### config.mk
export PLATFORM = sky130hd
export DESIGN_NAME = rgbsob_isqrt
export DESIGN_NICKNAME = d
export VERILOG_FILES = /design/src/rtl/rgbsob_pkg.sv /design/src/rtl/rgbsob_isqrt.sv
export SDC_FILE = /design/constraint.sdc
export NUM_CORES = 1
export LEC_CHECK = 0
export BUFFER_PORTS_ARGS = -buffer_cell sky130_fd_sc_hd__buf_4
export CAP_MARGIN = 20
export CORE_MARGIN = 2
export CORE_UTILIZATION = 40
export CTS_CLUSTER_DIAMETER = 80
export DETAILED_ROUTE_END_ITERATION = 12
export SLEW_MARGIN = 20
export SYNTH_ARGS = -nofsm -noshare
export SYNTH_HDL_FRONTEND = slang
export SYNTH_SLANG_ARGS = --single-unit
export TNS_END_PERCENT = 50
### constraint.sdc
create_clock -name clk -period 2.2 [get_ports clk]
set_clock_uncertainty 0.05 [all_clocks]
set_input_delay 0.11 -clock clk [delete_from_list [all_inputs] [get_ports clk]]
set_output_delay 0.11 -clock clk [all_outputs]
set_load 0.005 [all_outputs]
### src/rtl/rgbsob_pkg.sv
// ----------------------------------------------------------------------------
// rgbsob_pkg: shared types and constants of the RGB Sobel magnitude block
// Holds the payload words, the line buffer word, the register indexes,
// the controller states and the fixed arithmetic constants.
// ----------------------------------------------------------------------------
package rgbsob_pkg;

	// Input word: one RGB pixel.
	typedef struct packed {
		logic [7:0] red;
		logic [7:0] green;
		logic [7:0] blue;
	} pix_in_t;

	// Output word: one edge magnitude with its centre position.
	typedef struct packed {
		logic [7:0]  magnitude;
		logic [11:0] centre_row;
		logic [9:0]  centre_col;
		logic        has_centre;
		logic        frame_end;
	} pix_out_t;

	// One line buffer entry: gray of the row two above and of the row above.
	typedef struct packed {
		logic [7:0] older;
		logic [7:0] newer;
	} lb_word_t;

	// Configuration port.
	localparam int CFG_DATA_W = 13;
	typedef logic [1:0] cfg_idx_t;
	localparam cfg_idx_t REG_IMAGE_WIDTH  = 2'd0;
	localparam cfg_idx_t REG_IMAGE_HEIGHT = 2'd1;

	localparam int IMG_W_BITS = 11;
	localparam int IMG_H_BITS = 13;
	localparam logic [IMG_W_BITS-1:0] WIDTH_RESET  = 11'd640;
	localparam logic [IMG_H_BITS-1:0] HEIGHT_RESET = 13'd480;
	localparam int MIN_DIM    = 3;
	localparam int HEIGHT_MAX = 4096;

	// Gray conversion weights, scaled by 1024.
	localparam int GRAY_KR    = 307;
	localparam int GRAY_KG    = 604;
	localparam int GRAY_KB    = 113;
	localparam int GRAY_SHIFT = 10;

	// Clamp for the squared gradient; its square root is 255.
	localparam logic [15:0] MAG_CLAMP = 16'd65025;
	localparam int ROOT_W = 8;

	// Controller states.
	typedef enum logic [2:0] {
		ST_CLEAR,
		ST_IDLE,
		ST_READ,
		ST_SQUARE,
		ST_START,
		ST_ROOT
	} ctl_state_t;

endpackage

### src/rtl/rgbsob_isqrt.sv
// ----------------------------------------------------------------------------
// rgbsob_isqrt: iterative integer square root
// Digit-by-digit floor square root of a 16-bit value, one result bit per
// cycle while busy, until all ROOT_W result bits are formed.
// ----------------------------------------------------------------------------
module rgbsob_isqrt (
	input  logic                          clk,
	input  logic                          arst_n,
	input  logic                          start,
	input  logic [15:0]                   value,
	output logic                          busy,
	output logic [rgbsob_pkg::ROOT_W-1:0] root
);
	import rgbsob_pkg::*;

	localparam int CNT_W = $clog2(ROOT_W);
	localparam logic [CNT_W-1:0] CNT_LAST = CNT_W'(ROOT_W - 1);

	logic             busy_q;
	logic [CNT_W-1:0] cnt_q;
	logic [15:0]      val_q;
	logic [ROOT_W:0]  rem_q;
	logic [ROOT_W-1:0] root_q;

	logic [ROOT_W+2:0] rem_sh;
	logic [ROOT_W+1:0] trial;
	logic              take;

	always_comb begin
		rem_sh = {rem_q, val_q[15:14]};
		trial  = {root_q, 2'b01};
		take   = rem_sh >= (ROOT_W+3)'(trial);
	end

	always_ff @(posedge clk or negedge arst_n) begin
		if (!arst_n) begin
			busy_q <= 1'b0;
			cnt_q  <= '0;
		end else if (start) begin
			busy_q <= 1'b1;
			cnt_q  <= '0;
		end else if (busy_q) begin
			cnt_q <= cnt_q + CNT_W'(1);
			if (cnt_q == CNT_LAST) begin
				busy_q <= 1'b0;
			end
		end
	end

	always_ff @(posedge clk) begin
		if (start) begin
			val_q  <= value;
			rem_q  <= '0;
			root_q <= '0;
		end else if (busy_q) begin
			val_q <= {val_q[13:0], 2'b00};
			if (take) begin
				rem_q  <= (ROOT_W+1)'(rem_sh - (ROOT_W+3)'(trial));
				root_q <= {root_q[ROOT_W-2:0], 1'b1};
			end else begin
				rem_q  <= (ROOT_W+1)'(rem_sh);
				root_q <= {root_q[ROOT_W-2:0], 1'b0};
			end
		end
	end

	assign busy = busy_q;
	assign root = root_q;

	// A new value is only handed over once the previous root is complete.
	a_no_restart: assert property (@(posedge clk) disable iff (!arst_n)
		start |-> !busy_q)
		else $error("square root restarted while busy");

	// The finished remainder never exceeds twice the root.
	a_rem_bound: assert property (@(posedge clk) disable iff (!arst_n)
		$fell(busy_q) |-> (rem_q <= {root_q, 1'b0}))
		else $error("square root remainder out of bound");

	// The unit stays busy until its last step.
	a_full_run: assert property (@(posedge clk) disable iff (!arst_n)
		(busy_q && cnt_q != CNT_LAST) |=> busy_q)
		else $error("square root stopped early");

endmodule
* After elaboration in Yosys (flattened, before gate mapping)
Index checks and enable logic that the tools add are counted.
** Cells by class
- Add/subtract/negate cells :: 2
- Order comparisons :: 1
- Eq/ne operators :: 1
- Muxes and demuxes :: 9
- Reduce and logical (&&, ||, !) cells :: 1
** Operator list (number)
- $mux 16 :: 2
- $ge 11x10->1 :: 1
- $mux 9 :: 1
- $sub 9x9->9 :: 1
- $mux 3 :: 2
- $mux 1 :: 4
- $add 3x1->3 const B :: 1
- $eq 3x3->1 const B :: 1
- $reduce_bool 2->1 :: 1
** Word-level totals
- Register bits after elaboration :: 37
- Input bits :: 19

* Longest topological paths before layout
Gate-level depths: netlist of the first run.
- Depth in word-level cells :: 4
- Mapped depth :: 8
- Depth with buffers taken out :: 7

* Worst setup path before layout of the first run
Ideal clock, no wire load.
- Kind :: reg2reg
- From :: register root_q[6], in the netlist root[6]
- To :: register rem_q[4]
- Library setup time :: 0.122 ns
- Data arrival time :: 1.933 ns
- Setup slack :: 0.095 ns
- Stages on the path, launching flop included :: 9
- Buffers on the path :: 1
- Cell sequence :: dfxtp_1 inv_1 ha_1 a21o_1 a211o_1 a211oi_4 buf_6 mux2i_1 a211oi_1
** On the way
- Longest elaborated chain between the ends :: 2
** RTL lines
- start: declaration :: line rgbsob_isqrt.sv:23 : logic [ROOT_W-1:0] root_q;
- start signal: assignment :: line rgbsob_isqrt.sv:59 : root_q <= {root_q[ROOT_W-2:0], 1'b1};
- start signal: assignment :: line rgbsob_isqrt.sv:62 : root_q <= {root_q[ROOT_W-2:0], 1'b0};
- $ge 11x10->1 :: line rgbsob_isqrt.sv:32 : take = rem_sh >= (ROOT_W+3)'(trial);
- $mux 9 :: line rgbsob_isqrt.sv:57 : if (take) begin
- end signal: assignment :: line rgbsob_isqrt.sv:58 : rem_q <= (ROOT_W+1)'(rem_sh - (ROOT_W+3)'(trial));
- end signal: assignment :: line rgbsob_isqrt.sv:61 : rem_q <= (ROOT_W+1)'(rem_sh);
- end: declaration :: line rgbsob_isqrt.sv:22 : logic [ROOT_W:0] rem_q;
No other way between the ends.
A chain may end at the register's enable or synchronous reset.

* Final worst setup path of the first run
Same ends and word-level chain as after synthesis.

==> metrics.md, run 1 <==
| Metric | Value |
|---|---|
| Worst path arrival time | `2190 ps` |
| Routed Antenna Nets | `0` |
| Mapped Area | `0.00206 mm²` |
| Yosys reg bits | `37` |
| Layout Nets | `260` |
| Clock share of power | `0.168` |
| Syn Nets | `224` |
| Filler Cells Inserted | `481` |
| Post-synthesis mux area share | `0.155` |
| Die Wd | `75.7 µm` |
| Drt drc | `0` |
| Die area | `0.00573 mm²` |
| Gr usage total | `0.159` |
| Vias in the first global route | `1343` |
| Sequential share of the synthesized area | `0.448` |
| Worst-path clk slew | `70 ps` |
| Cells after synthesis | `193` |
| Final setup fails | `0` |
| CP Class | `reg2reg` |
| VDD IR max | `0.633 mV` |
| Placeable Area | `0.00504 mm²` |
| DPL Wire Length | `2940 µm` |
| Yosys top cell area share | `0.234` |
| Final period util | `0.942` |
| Layout cells sized above 1 | `0.296` |
| Post-synthesis simple-gate area fraction | `0.135` |
| Crit. End Element | `flip-flop` |
| CP Launch Type | `flip-flop` |
| H-tree depth | `2` |
| Initial antenna violation count | `0` |
| CTS tree | `done` |
| Synth warnings | `0` |
| Asr flop ratio synth | `0.108` |
| Num ports | `28` |
| Antenna diodes | `0` |
| Cell Pwr Density | `1110 mW/mm²` |
| Max-Cap Viols | `0` |
| Num CTS Buffers | `5` |
| Status | `finished, final reports clean` |
| Internal power | `1710 µW` |
| Fin util | `0.486` |
| Vias per cell | `5.07` |
| Height of the die | `75.7 µm` |
| Number of DRC markers after the initial detailed-route iteration | `90` |
| RSZ-0062 raised after global routing | `yes` |
| Hold Path Depth | `2` |
| Fmax | `0.483 GHz` |
| Measured slew at the worst slew-check pin | `590 ps` |
| Final Hold Vio Count | `0` |
| Largest stage delay, worst path | `350 ps` |
| Area leader, netlist | `edfxtp_1` |
| Comb pwr share | `0.492` |
| Total power | `2730 µW` |
| Compound-cell area share of the yosys netlist | `0.106` |
| Sink Count | `37` |
| Layout area overhead | `19.2%` |
| WL final | `3990 µm` |
| Ys flop type | `dfxtp_1` |
| CP Cell Sequence | `inv_1 -> ha_1 -> a21o_1 -> a211o_1 -> a211oi_4 -> buf_4 -> mux2i_1 -> a211oi_1` |
| Avg Cell Area, Syn | `10.7 µm²` |
| Max transition margin | `0.606` |
| First-pass GRT wire length | `6700 µm` |
| Clock buffer depth | `2` |
| Adder-Cell Fraction of Synth Area | `0.0730` |
| CTS Root Cell | `clkbuf_8` |
| Worst EP required | `2320 ps` |
| Yosys cell types | `40` |
| Xor/xnor cell area share of the yosys netlist | `0.0213` |
| Main combinational cell family by area after synthesis | `multiplexers` |
| Worst min path class | `in2reg` |
| Hold Slack | `51.3 ps` |
| Total congestion overflow | `0` |
| CP max-delay cell | `ha_1` |
| EDFF count, synth | `16` |
| Largest net degree at the start of global routing | `22` |
| Initial Util | `0.408` |
| Slew Viols, Final | `0` |
| # port buffers | `27` |
| Register share of total power | `0.341` |
| CP max FO | `5` |
| Routed WL per cell | `13.3 µm` |
| Drt first pass iters | `4` |
| Switching portion of total power | `0.373` |
| Vias | `1521` |
| Min Clock Period, post-route | `2070 ps` |
| Latest clock arrival within the worst-skew pair | `290 ps` |
| FP Rows | `26` |
| Top cells by area, synth | `edfxtp_1, dfxtp_1, mux2i_1` |
| Leakage | `0.00108 µW` |
| NetSw | `1020 µW` |
| RePlAce Congestion | `0.810` |
| Reg2Reg Depth | `8` |
| Postcts setup bufs | `0` |
[cells by family (layout without fill, tap and decap cells)]
logic type,Yosys count,count (layout)
muxes,30,30
buffers and inverters,21,58
and+or+nand+nor,58,58
DFF,37,37
AOI/OAI and AO/OA,30,30
adders and majority gates,12,12
xor gates and xnor gates,5,5
[placed cells by master, fill, tap and decap left out, drive strengths merged]
cell type / count
a21oi: 7
nor4: 1
clkinvlp: 1
o311ai: 1
nand2b: 3
nor3: 5
and2b: 1
o21ai: 4
ha: 12
nand3: 10
xnor2: 2
a21o: 2
o22a: 1
nand4b: 1
inv: 13
clkinv: 1
and4b: 1
dfrtp: 4
a211o: 1
dfxtp: 17
dlygate4sd3: 1
o211ai: 1
edfxtp: 16
a211oi: 8
clkbuf: 6
a31oi: 1
buf: 36
a32oi: 1
nor2: 23
nor2b: 1
a31o: 2
and3: 1
mux2i: 16
a311oi: 1
and2: 2
xor2: 3
mux2: 14
nand2: 8
or3: 1
[final cells by class]
type	instances	area, µm²	area share
multi-input combinational	135	1030	0.420
sequential	37	921	0.376
timing repair buffer	37	280	0.114
tap	70	87.6	0.0357
clock buffer	6	72.6	0.0296
inverter	13	48.8	0.0199
clock inverter	2	11.3	0.00459
[layer usage]
metal  vias up  share of wire  GRT usage
met1       716           0.50      0.258
met3         4          0.053     0.0410
met5         -              0          0
met2        36           0.44      0.202
li1        765              -          -
met4         0          0.011     0.0468
[what timing repair did]
action	CTS	global route
setup endpoints to repair	0	6
hold endpoints to repair	4	0
resized for setup	0	6
hold buffers	1	0
[stage by stage]
step	setup slack, ps	cell area, µm²	setup TNS (ps)	std cells
after floorplan	94.9	2060	0	193
after global placement	110	2340	0	291
after detailed placement	120	2340	0	291
after CTS	97.2	2430	0	300
after global routing	-10.3	2450	-16.8	300
final	128	2450	0	300
[state kept, by name, summed over array words and instances, names as in the netlist]
name   flops
rem_q      9
cnt_q      3
val_q     16
busy       1
root       8
[critical path, delay by kind of cell (launching register included)]
family	cells	cell delay (ps)
muxes	1	190
buffers and inverters	2	230
adders and majority gates	1	350
DFF	1	330
AOI/OAI and AO/OA	4	800
[cells in the mapped netlist (2+ instances only)]
cell type,n
ha_1,12
inv_1,13
o21ai_0,4
clkbuf_8,3
dfrtp_1,4
xor2_1,3
clkbuf_1,2
mux2_2,14
xnor2_1,2
a21oi_1,7
a21o_1,2
dfxtp_1,17
a211oi_1,7
edfxtp_1,16
nor3_1,5
nand2_1,8
buf_6,2
and2_1,2
nand3_1,10
mux2i_1,16
nand2b_1,3
nor2_1,23
[power groups by stage]
stage	sequential, µW	combinational [µW]	clock (µW)
5_1_grt	948	1490	502
2_1_floorplan	909	1020	0
4_1_cts	929	1290	475
6_report	929	1340	457
3_5_place_dp	943	1280	0
3_3_place_gp	947	1280	0
[final timing paths]
kind                                  startpoint                      to  slack [ps]
max                         root[6]$_SDFFE_PP0P_   rem_q[4]$_SDFFE_PP0P_         130
min reg2reg                rem_q[7]$_SDFFE_PP0P_   rem_q[7]$_SDFFE_PP0P_         450
min in group asynchronous                 arst_n    cnt_q[1]$_DFFE_PN0P_          90
min                                     value[1]  val_q[1]$_SDFFCE_PN0P_          50
max in group asynchronous                 arst_n          busy$_DFF_PN0_        1910
max reg2reg                 root[6]$_SDFFE_PP0P_   rem_q[4]$_SDFFE_PP0P_         130
Power figures use the tool's default switching activity.
==> run 2, diff against run 1 <==
--- a/config.mk
+++ b/config.mk
@@ -5,7 +5,7 @@
 export SDC_FILE = /design/constraint.sdc
 export NUM_CORES = 1
 export LEC_CHECK = 0
-export BUFFER_PORTS_ARGS = -buffer_cell sky130_fd_sc_hd__buf_4
+export BUFFER_PORTS_ARGS = -buffer_cell sky130_fd_sc_hd__buf_2
 export CAP_MARGIN = 20
 export CORE_MARGIN = 2
 export CORE_UTILIZATION = 40
==> metrics.md, run 2 (synthesized netlist as in run 1, its figures left out) <==
| Metric | Value |
|---|---|
| Initial antenna violation count | `0` |
| Max-Cap Viols | `0` |
| Fin util | `0.487` |
| Worst path arrival time | `2180 ps` |
| Min Clock Period, post-route | `2060 ps` |
| Final Hold Vio Count | `0` |
| Most used routing layer | `met1` |
| Die Wd | `75.7 µm` |
| Height of the die | `75.7 µm` |
| Grt met2 use | `0.233` |
| Crit. End Element | `flip-flop` |
| FP Rows | `26` |
| Layout Nets | `262` |
| Final period util | `0.937` |
| Num CTS Buffers | `5` |
| CP Class | `reg2reg` |
| Drt first pass iters | `4` |
| # port buffers | `27` |
| DPL Wire Length | `2950 µm` |
| Cell Pwr Density | `1210 mW/mm²` |
| Routed Antenna Nets | `0` |
| Status | `finished, final reports clean` |
| Latest clock arrival within the worst-skew pair | `290 ps` |
| Clock buffer depth | `2` |
| Vias in the first global route | `1429` |
| Final setup fails | `0` |
| CTS Root Cell | `clkbuf_8` |
| Sink Count | `37` |
| Layout area overhead | `19.3%` |
| VDD IR max | `0.634 mV` |
| Worst min path class | `in2reg` |
| Measured slew at the worst slew-check pin | `428 ps` |
| Largest delay contributor family on the critical path | `compound AO/OA/AOI/OAI gates` |
| CP max FO | `6` |
| Vias | `1510` |
| Worst EP required | `2320 ps` |
| Fmax | `0.485 GHz` |
| Met1 usage | `0.242` |
| Routed WL per cell | `13.7 µm` |
| Num ports | `28` |
| Reg with most FFs | `val_q` |
| Final setup TNS | `0 ps` |
| Leakage | `0.00109 µW` |
| First-pass GRT wire length | `6910 µm` |
| WL final | `4140 µm` |
| Worst-path clk slew | `80 ps` |
| H-tree depth | `2` |
| Total congestion overflow | `0` |
| Antenna diodes | `0` |
| Vias per cell | `5.00` |
| Cell count after placement | `292` |
| CP max-delay cell | `dfxtp_2` |
| Largest stage delay, worst path | `380 ps` |
| Final non-filler cell total | `302` |
| Largest net degree at the start of global routing | `25` |
| Gr usage total | `0.163` |
| Placeable Area | `0.00504 mm²` |
| Initial Util | `0.408` |
| Slew Viols, Final | `0` |
| Max transition margin | `0.714` |
| CP Launch Type | `flip-flop` |
| Most common cell after layout, fill and taps aside | `buf_2` |
| Global routing usage on met3 | `0.0357` |
| Worst path buffer plus inverter count | `2` |
| Layout cells sized above 1 | `0.332` |
| Max FFs per register | `16` |
| Commonest non-fill, non-tap cells in the layout | `buf_2, nor2_1, mux2i_1, edfxtp_1` |
| CP Cell Sequence | `inv_1 -> ha_1 -> o211ai_1 -> nand3_1 -> a211oi_4 -> buf_6 -> mux2i_1 -> a211oi_2` |
| Die area | `0.00573 mm²` |
| Number of DRC markers after the initial detailed-route iteration | `113` |
| CTS tree | `done` |
| RePlAce Congestion | `0.839` |
| Drt drc | `0` |
## run 2: changes by cell type in the layout (fill, tap and decap cells not counted), sizes merged
cell,previous run,this run
buf,36,38
bufinv,0,1
clkbuf,6,5
## run 2: power by group
part           total [µW]  leakage (µW)  internal (µW)  switching (µW)
Sequential            934      0.000362            841            93.6
Combinational        1460      0.000675            722             737
Clock                 579     0.0000518            334             245
## run 2: stage by stage
step / worst slack, ps / hold slack, ps / total power [µW] / cell area, µm²
final: 138 / 56.7 / 2970 / 2450
after global routing: -0.493 / 60.1 / 3170 / 2450
after detailed placement: 24.0 / -129 / 2260 / 2280
after global placement: 60.9 / -130 / 2250 / 2280
after CTS: 2.01 / 42.5 / 2850 / 2400
after floorplan: 94.9 / -236 / 1930 / 2060
## run 2: final timing paths
| kind | startpoint | to | slack [ps] | depth (start not counted) |
|---|---|---|---|---|
| max | root[0]$_SDFFE_PP0P_ | rem_q[2]$_SDFFE_PP0P_ | 140 | 8 |
| min | value[0] | val_q[0]$_SDFFCE_PN0P_ | 60 | 2 |
| max reg2reg | root[0]$_SDFFE_PP0P_ | rem_q[2]$_SDFFE_PP0P_ | 140 | 8 |
| min reg2reg | rem_q[7]$_SDFFE_PP0P_ | rem_q[7]$_SDFFE_PP0P_ | 440 | 2 |
| max in group asynchronous | arst_n | cnt_q[2]$_DFFE_PN0P_ | 1880 | 2 |
| min in group asynchronous | arst_n | cnt_q[1]$_DFFE_PN0P_ | 110 | 2 |
## run 2: final cells by class
type,instances,area (µm²)
tap,70,87.6
clock inverter,3,41.3
sequential,37,925
multi-input combinational,135,1050
fill,479,2590
inverter,13,48.8
clock buffer,5,68.8
timing repair buffer,39,231
## run 2: timing repair
item,CTS,global route
endpoints found under the hold margin,4,0
setup endpoints to repair,0,7
hold buffers,1,0
setup buffers,0,1
resized for setup,0,13
## run 2: per-layer routing
| metal | part of all wire | vias to the layer above | wire [µm] |
|---|---|---|---|
| li1 | - | 773 | - |
| met3 | 0.030 | 7 | 124 |
| met4 | 0.017 | 0 | 72 |
| met1 | 0.51 | 704 | 2120 |
| met5 | 0 | - | 0 |
| met2 | 0.44 | 26 | 1820 |
==> run 3, diff against run 2 <==
==> constraint.sdc (replaced) <==
create_clock -name clk -period 2.2 [get_ports clk]
set_clock_uncertainty 0.05 [all_clocks]
set_input_delay 0.11 -clock clk [delete_from_list [all_inputs] [get_ports clk]]
set_output_delay 0.11 -clock clk [all_outputs]
set_load 0.1 [all_outputs]
==> metrics.md, run 3 (synthesized netlist as in run 1, its figures left out) <==
| Metric | Value |
|---|---|
| VDD IR max | `0.865 mV` |
| Drt first pass iters | `4` |
| Vias | `1500` |
| Vias in the first global route | `1434` |
| Clock buffer depth | `2` |
| Number of DRC markers after the initial detailed-route iteration | `76` |
| Worst reg-to-reg setup slack | `90 ps` |
| Drt drc | `0` |
| First-pass GRT wire length | `6560 µm` |
| Die Wd | `75.7 µm` |
| RSZ-0062 raised after global routing | `yes` |
| CTS Root Cell | `clkbuf_8` |
| Most common cell after layout, fill and taps aside | `buf_2` |
| Max transition margin | `0.619` |
| Reg with most FFs | `val_q` |
| CP max FO | `5` |
| Final setup fails | `0` |
| Crit. End Element | `flip-flop` |
| Hold EP | `val_q[0]$_SDFFCE_PN0P_` |
| Max FFs per register | `16` |
| Worst EP required | `2290 ps` |
| Worst-path clk slew | `70 ps` |
| Height of the die | `75.7 µm` |
| Worst min path class | `in2reg` |
| Fmax | `0.475 GHz` |
| Antenna diodes | `0` |
| Die area | `0.00573 mm²` |
| HP Start | `value[0]` |
| Initial Util | `0.408` |
| Commonest non-fill, non-tap cells in the layout | `buf_2, nor2_1, mux2i_1, edfxtp_1, mux2_2` |
| DP Area | `0.00230 mm²` |
| Cell count after placement | `290` |
| Sink Count | `37` |
| # port buffers | `27` |
| Initial antenna violation count | `0` |
| CTS tree | `done` |
| Final instance area | `0.00244 mm²` |
| Min Clock Period, post-route | `2110 ps` |
| Worst path arrival time | `2200 ps` |
| Layout Nets | `260` |
| Layout area overhead | `18.4%` |
| Status | `finished, final reports clean` |
| DPL Wire Length | `2790 µm` |
| Num CTS Buffers | `5` |
| Filler Cells Inserted | `480` |
| Reg-to-Reg End | `rem_q[2]$_SDFFE_PP0P_` |
| Hold Slack | `54.5 ps` |
| Reg2Reg Depth | `8` |
| CP Class | `reg2reg` |
| Gr usage total | `0.154` |
| Routed Antenna Nets | `0` |
| Hold Path Depth | `2` |
| Slew Viols, Final | `0` |
| Final non-filler cell total | `300` |
| Fin util | `0.483` |
| WL final | `3870 µm` |
| Layout cells sized above 1 | `0.326` |
| CP Launch Type | `flip-flop` |
| Leakage | `0.00108 µW` |
| Final Hold Vio Count | `0` |
| Vias per cell | `5.00` |
| Final period util | `0.958` |
| Measured slew at the worst slew-check pin | `571 ps` |
| Reg2Reg Launch Point | `root[6]$_SDFFE_PP0P_` |
| H-tree depth | `2` |
| FP Rows | `26` |
| Num ports | `28` |
| Largest net degree at the start of global routing | `30` |
| Routed WL per cell | `12.9 µm` |
| RePlAce Congestion | `0.841` |
| Max-Cap Viols | `0` |
| Latest clock arrival within the worst-skew pair | `290 ps` |
| Cell Pwr Density | `1220 mW/mm²` |
| Total congestion overflow | `0` |
| Placeable Area | `0.00504 mm²` |
[run 3: area by class of cell]
class | count | area [µm²] | share of cell area
tap | 70 | 87.6 | 0.0360
timing repair buffer | 37 | 213 | 0.0873
clock inverter | 2 | 33.8 | 0.0139
clock buffer | 6 | 72.6 | 0.0298
multi-input combinational | 135 | 1030 | 0.422
sequential | 37 | 952 | 0.391
inverter | 13 | 48.8 | 0.0200
[run 3: what timing repair did]
item | 4_1_cts | 5_1_grt
setup buffers | 0 | 1
resized for setup | 0 | 3
hold endpoints to repair | 4 | 0
hold buffers | 1 | 0
endpoints found under the setup margin | 0 | 5
[run 3: how the worst max path moves through the flow]
stage	start	to	slack, ps	cells after the start
6_report	root[6]$_SDFFE_PP0P_	rem_q[2]$_SDFFE_PP0P_	90	8
5_1_grt	root[6]$_SDFFE_PP0P_	rem_q[5]$_SDFFE_PP0P_	-20	8
4_1_cts	rem_q[6]$_SDFFE_PP0P_	rem_q[5]$_SDFFE_PP0P_	80	7
3_5_place_dp	rem_q[6]$_SDFFE_PP0P_	rem_q[5]$_SDFFE_PP0P_	100	7
3_3_place_gp	rem_q[6]$_SDFFE_PP0P_	rem_q[2]$_SDFFE_PP0P_	110	7
2_1_floorplan	root[6]$_SDFFE_PP0P_	rem_q[4]$_SDFFE_PP0P_	1	8
[run 3: critical path: stages (launching register included)]
cell      delay [ps]
dfxtp_4          360
inv_2             40
ha_4             230
a21o_1           180
a211o_1          310
a211oi_4         300
buf_4            200
mux2i_1          200
a211oi_1         100
[run 3: metal layers]
metal,up-vias,routed length [µm],share of wire,global-route usage
met5,-,0,0,0
met4,0,65,0.017,0.0585
met3,7,159,0.041,0.0384
met2,36,1740,0.45,0.228
met1,691,1900,0.49,0.217
li1,766,-,-,-
[run 3: where the power goes]
group / total (µW) / internal [µW] / switching, µW / leakage, µW
Sequential: 927 / 842 / 85.0 / 0.000368
Clock: 567 / 335 / 233 / 0.0000528
Combinational: 1480 / 666 / 810 / 0.000662
Total: 2970 / 1840 / 1130 / 0.00108
[run 3: stage by stage]
step	setup TNS, ps	worst slack [ps]	total power (µW)
2_1_floorplan	0	1.11	2080
3_3_place_gp	0	113	2370
3_5_place_dp	0	103	2360
4_1_cts	0	84.7	2940
5_1_grt	-60.3	-24.8	3200
6_report	0	92.6	2970
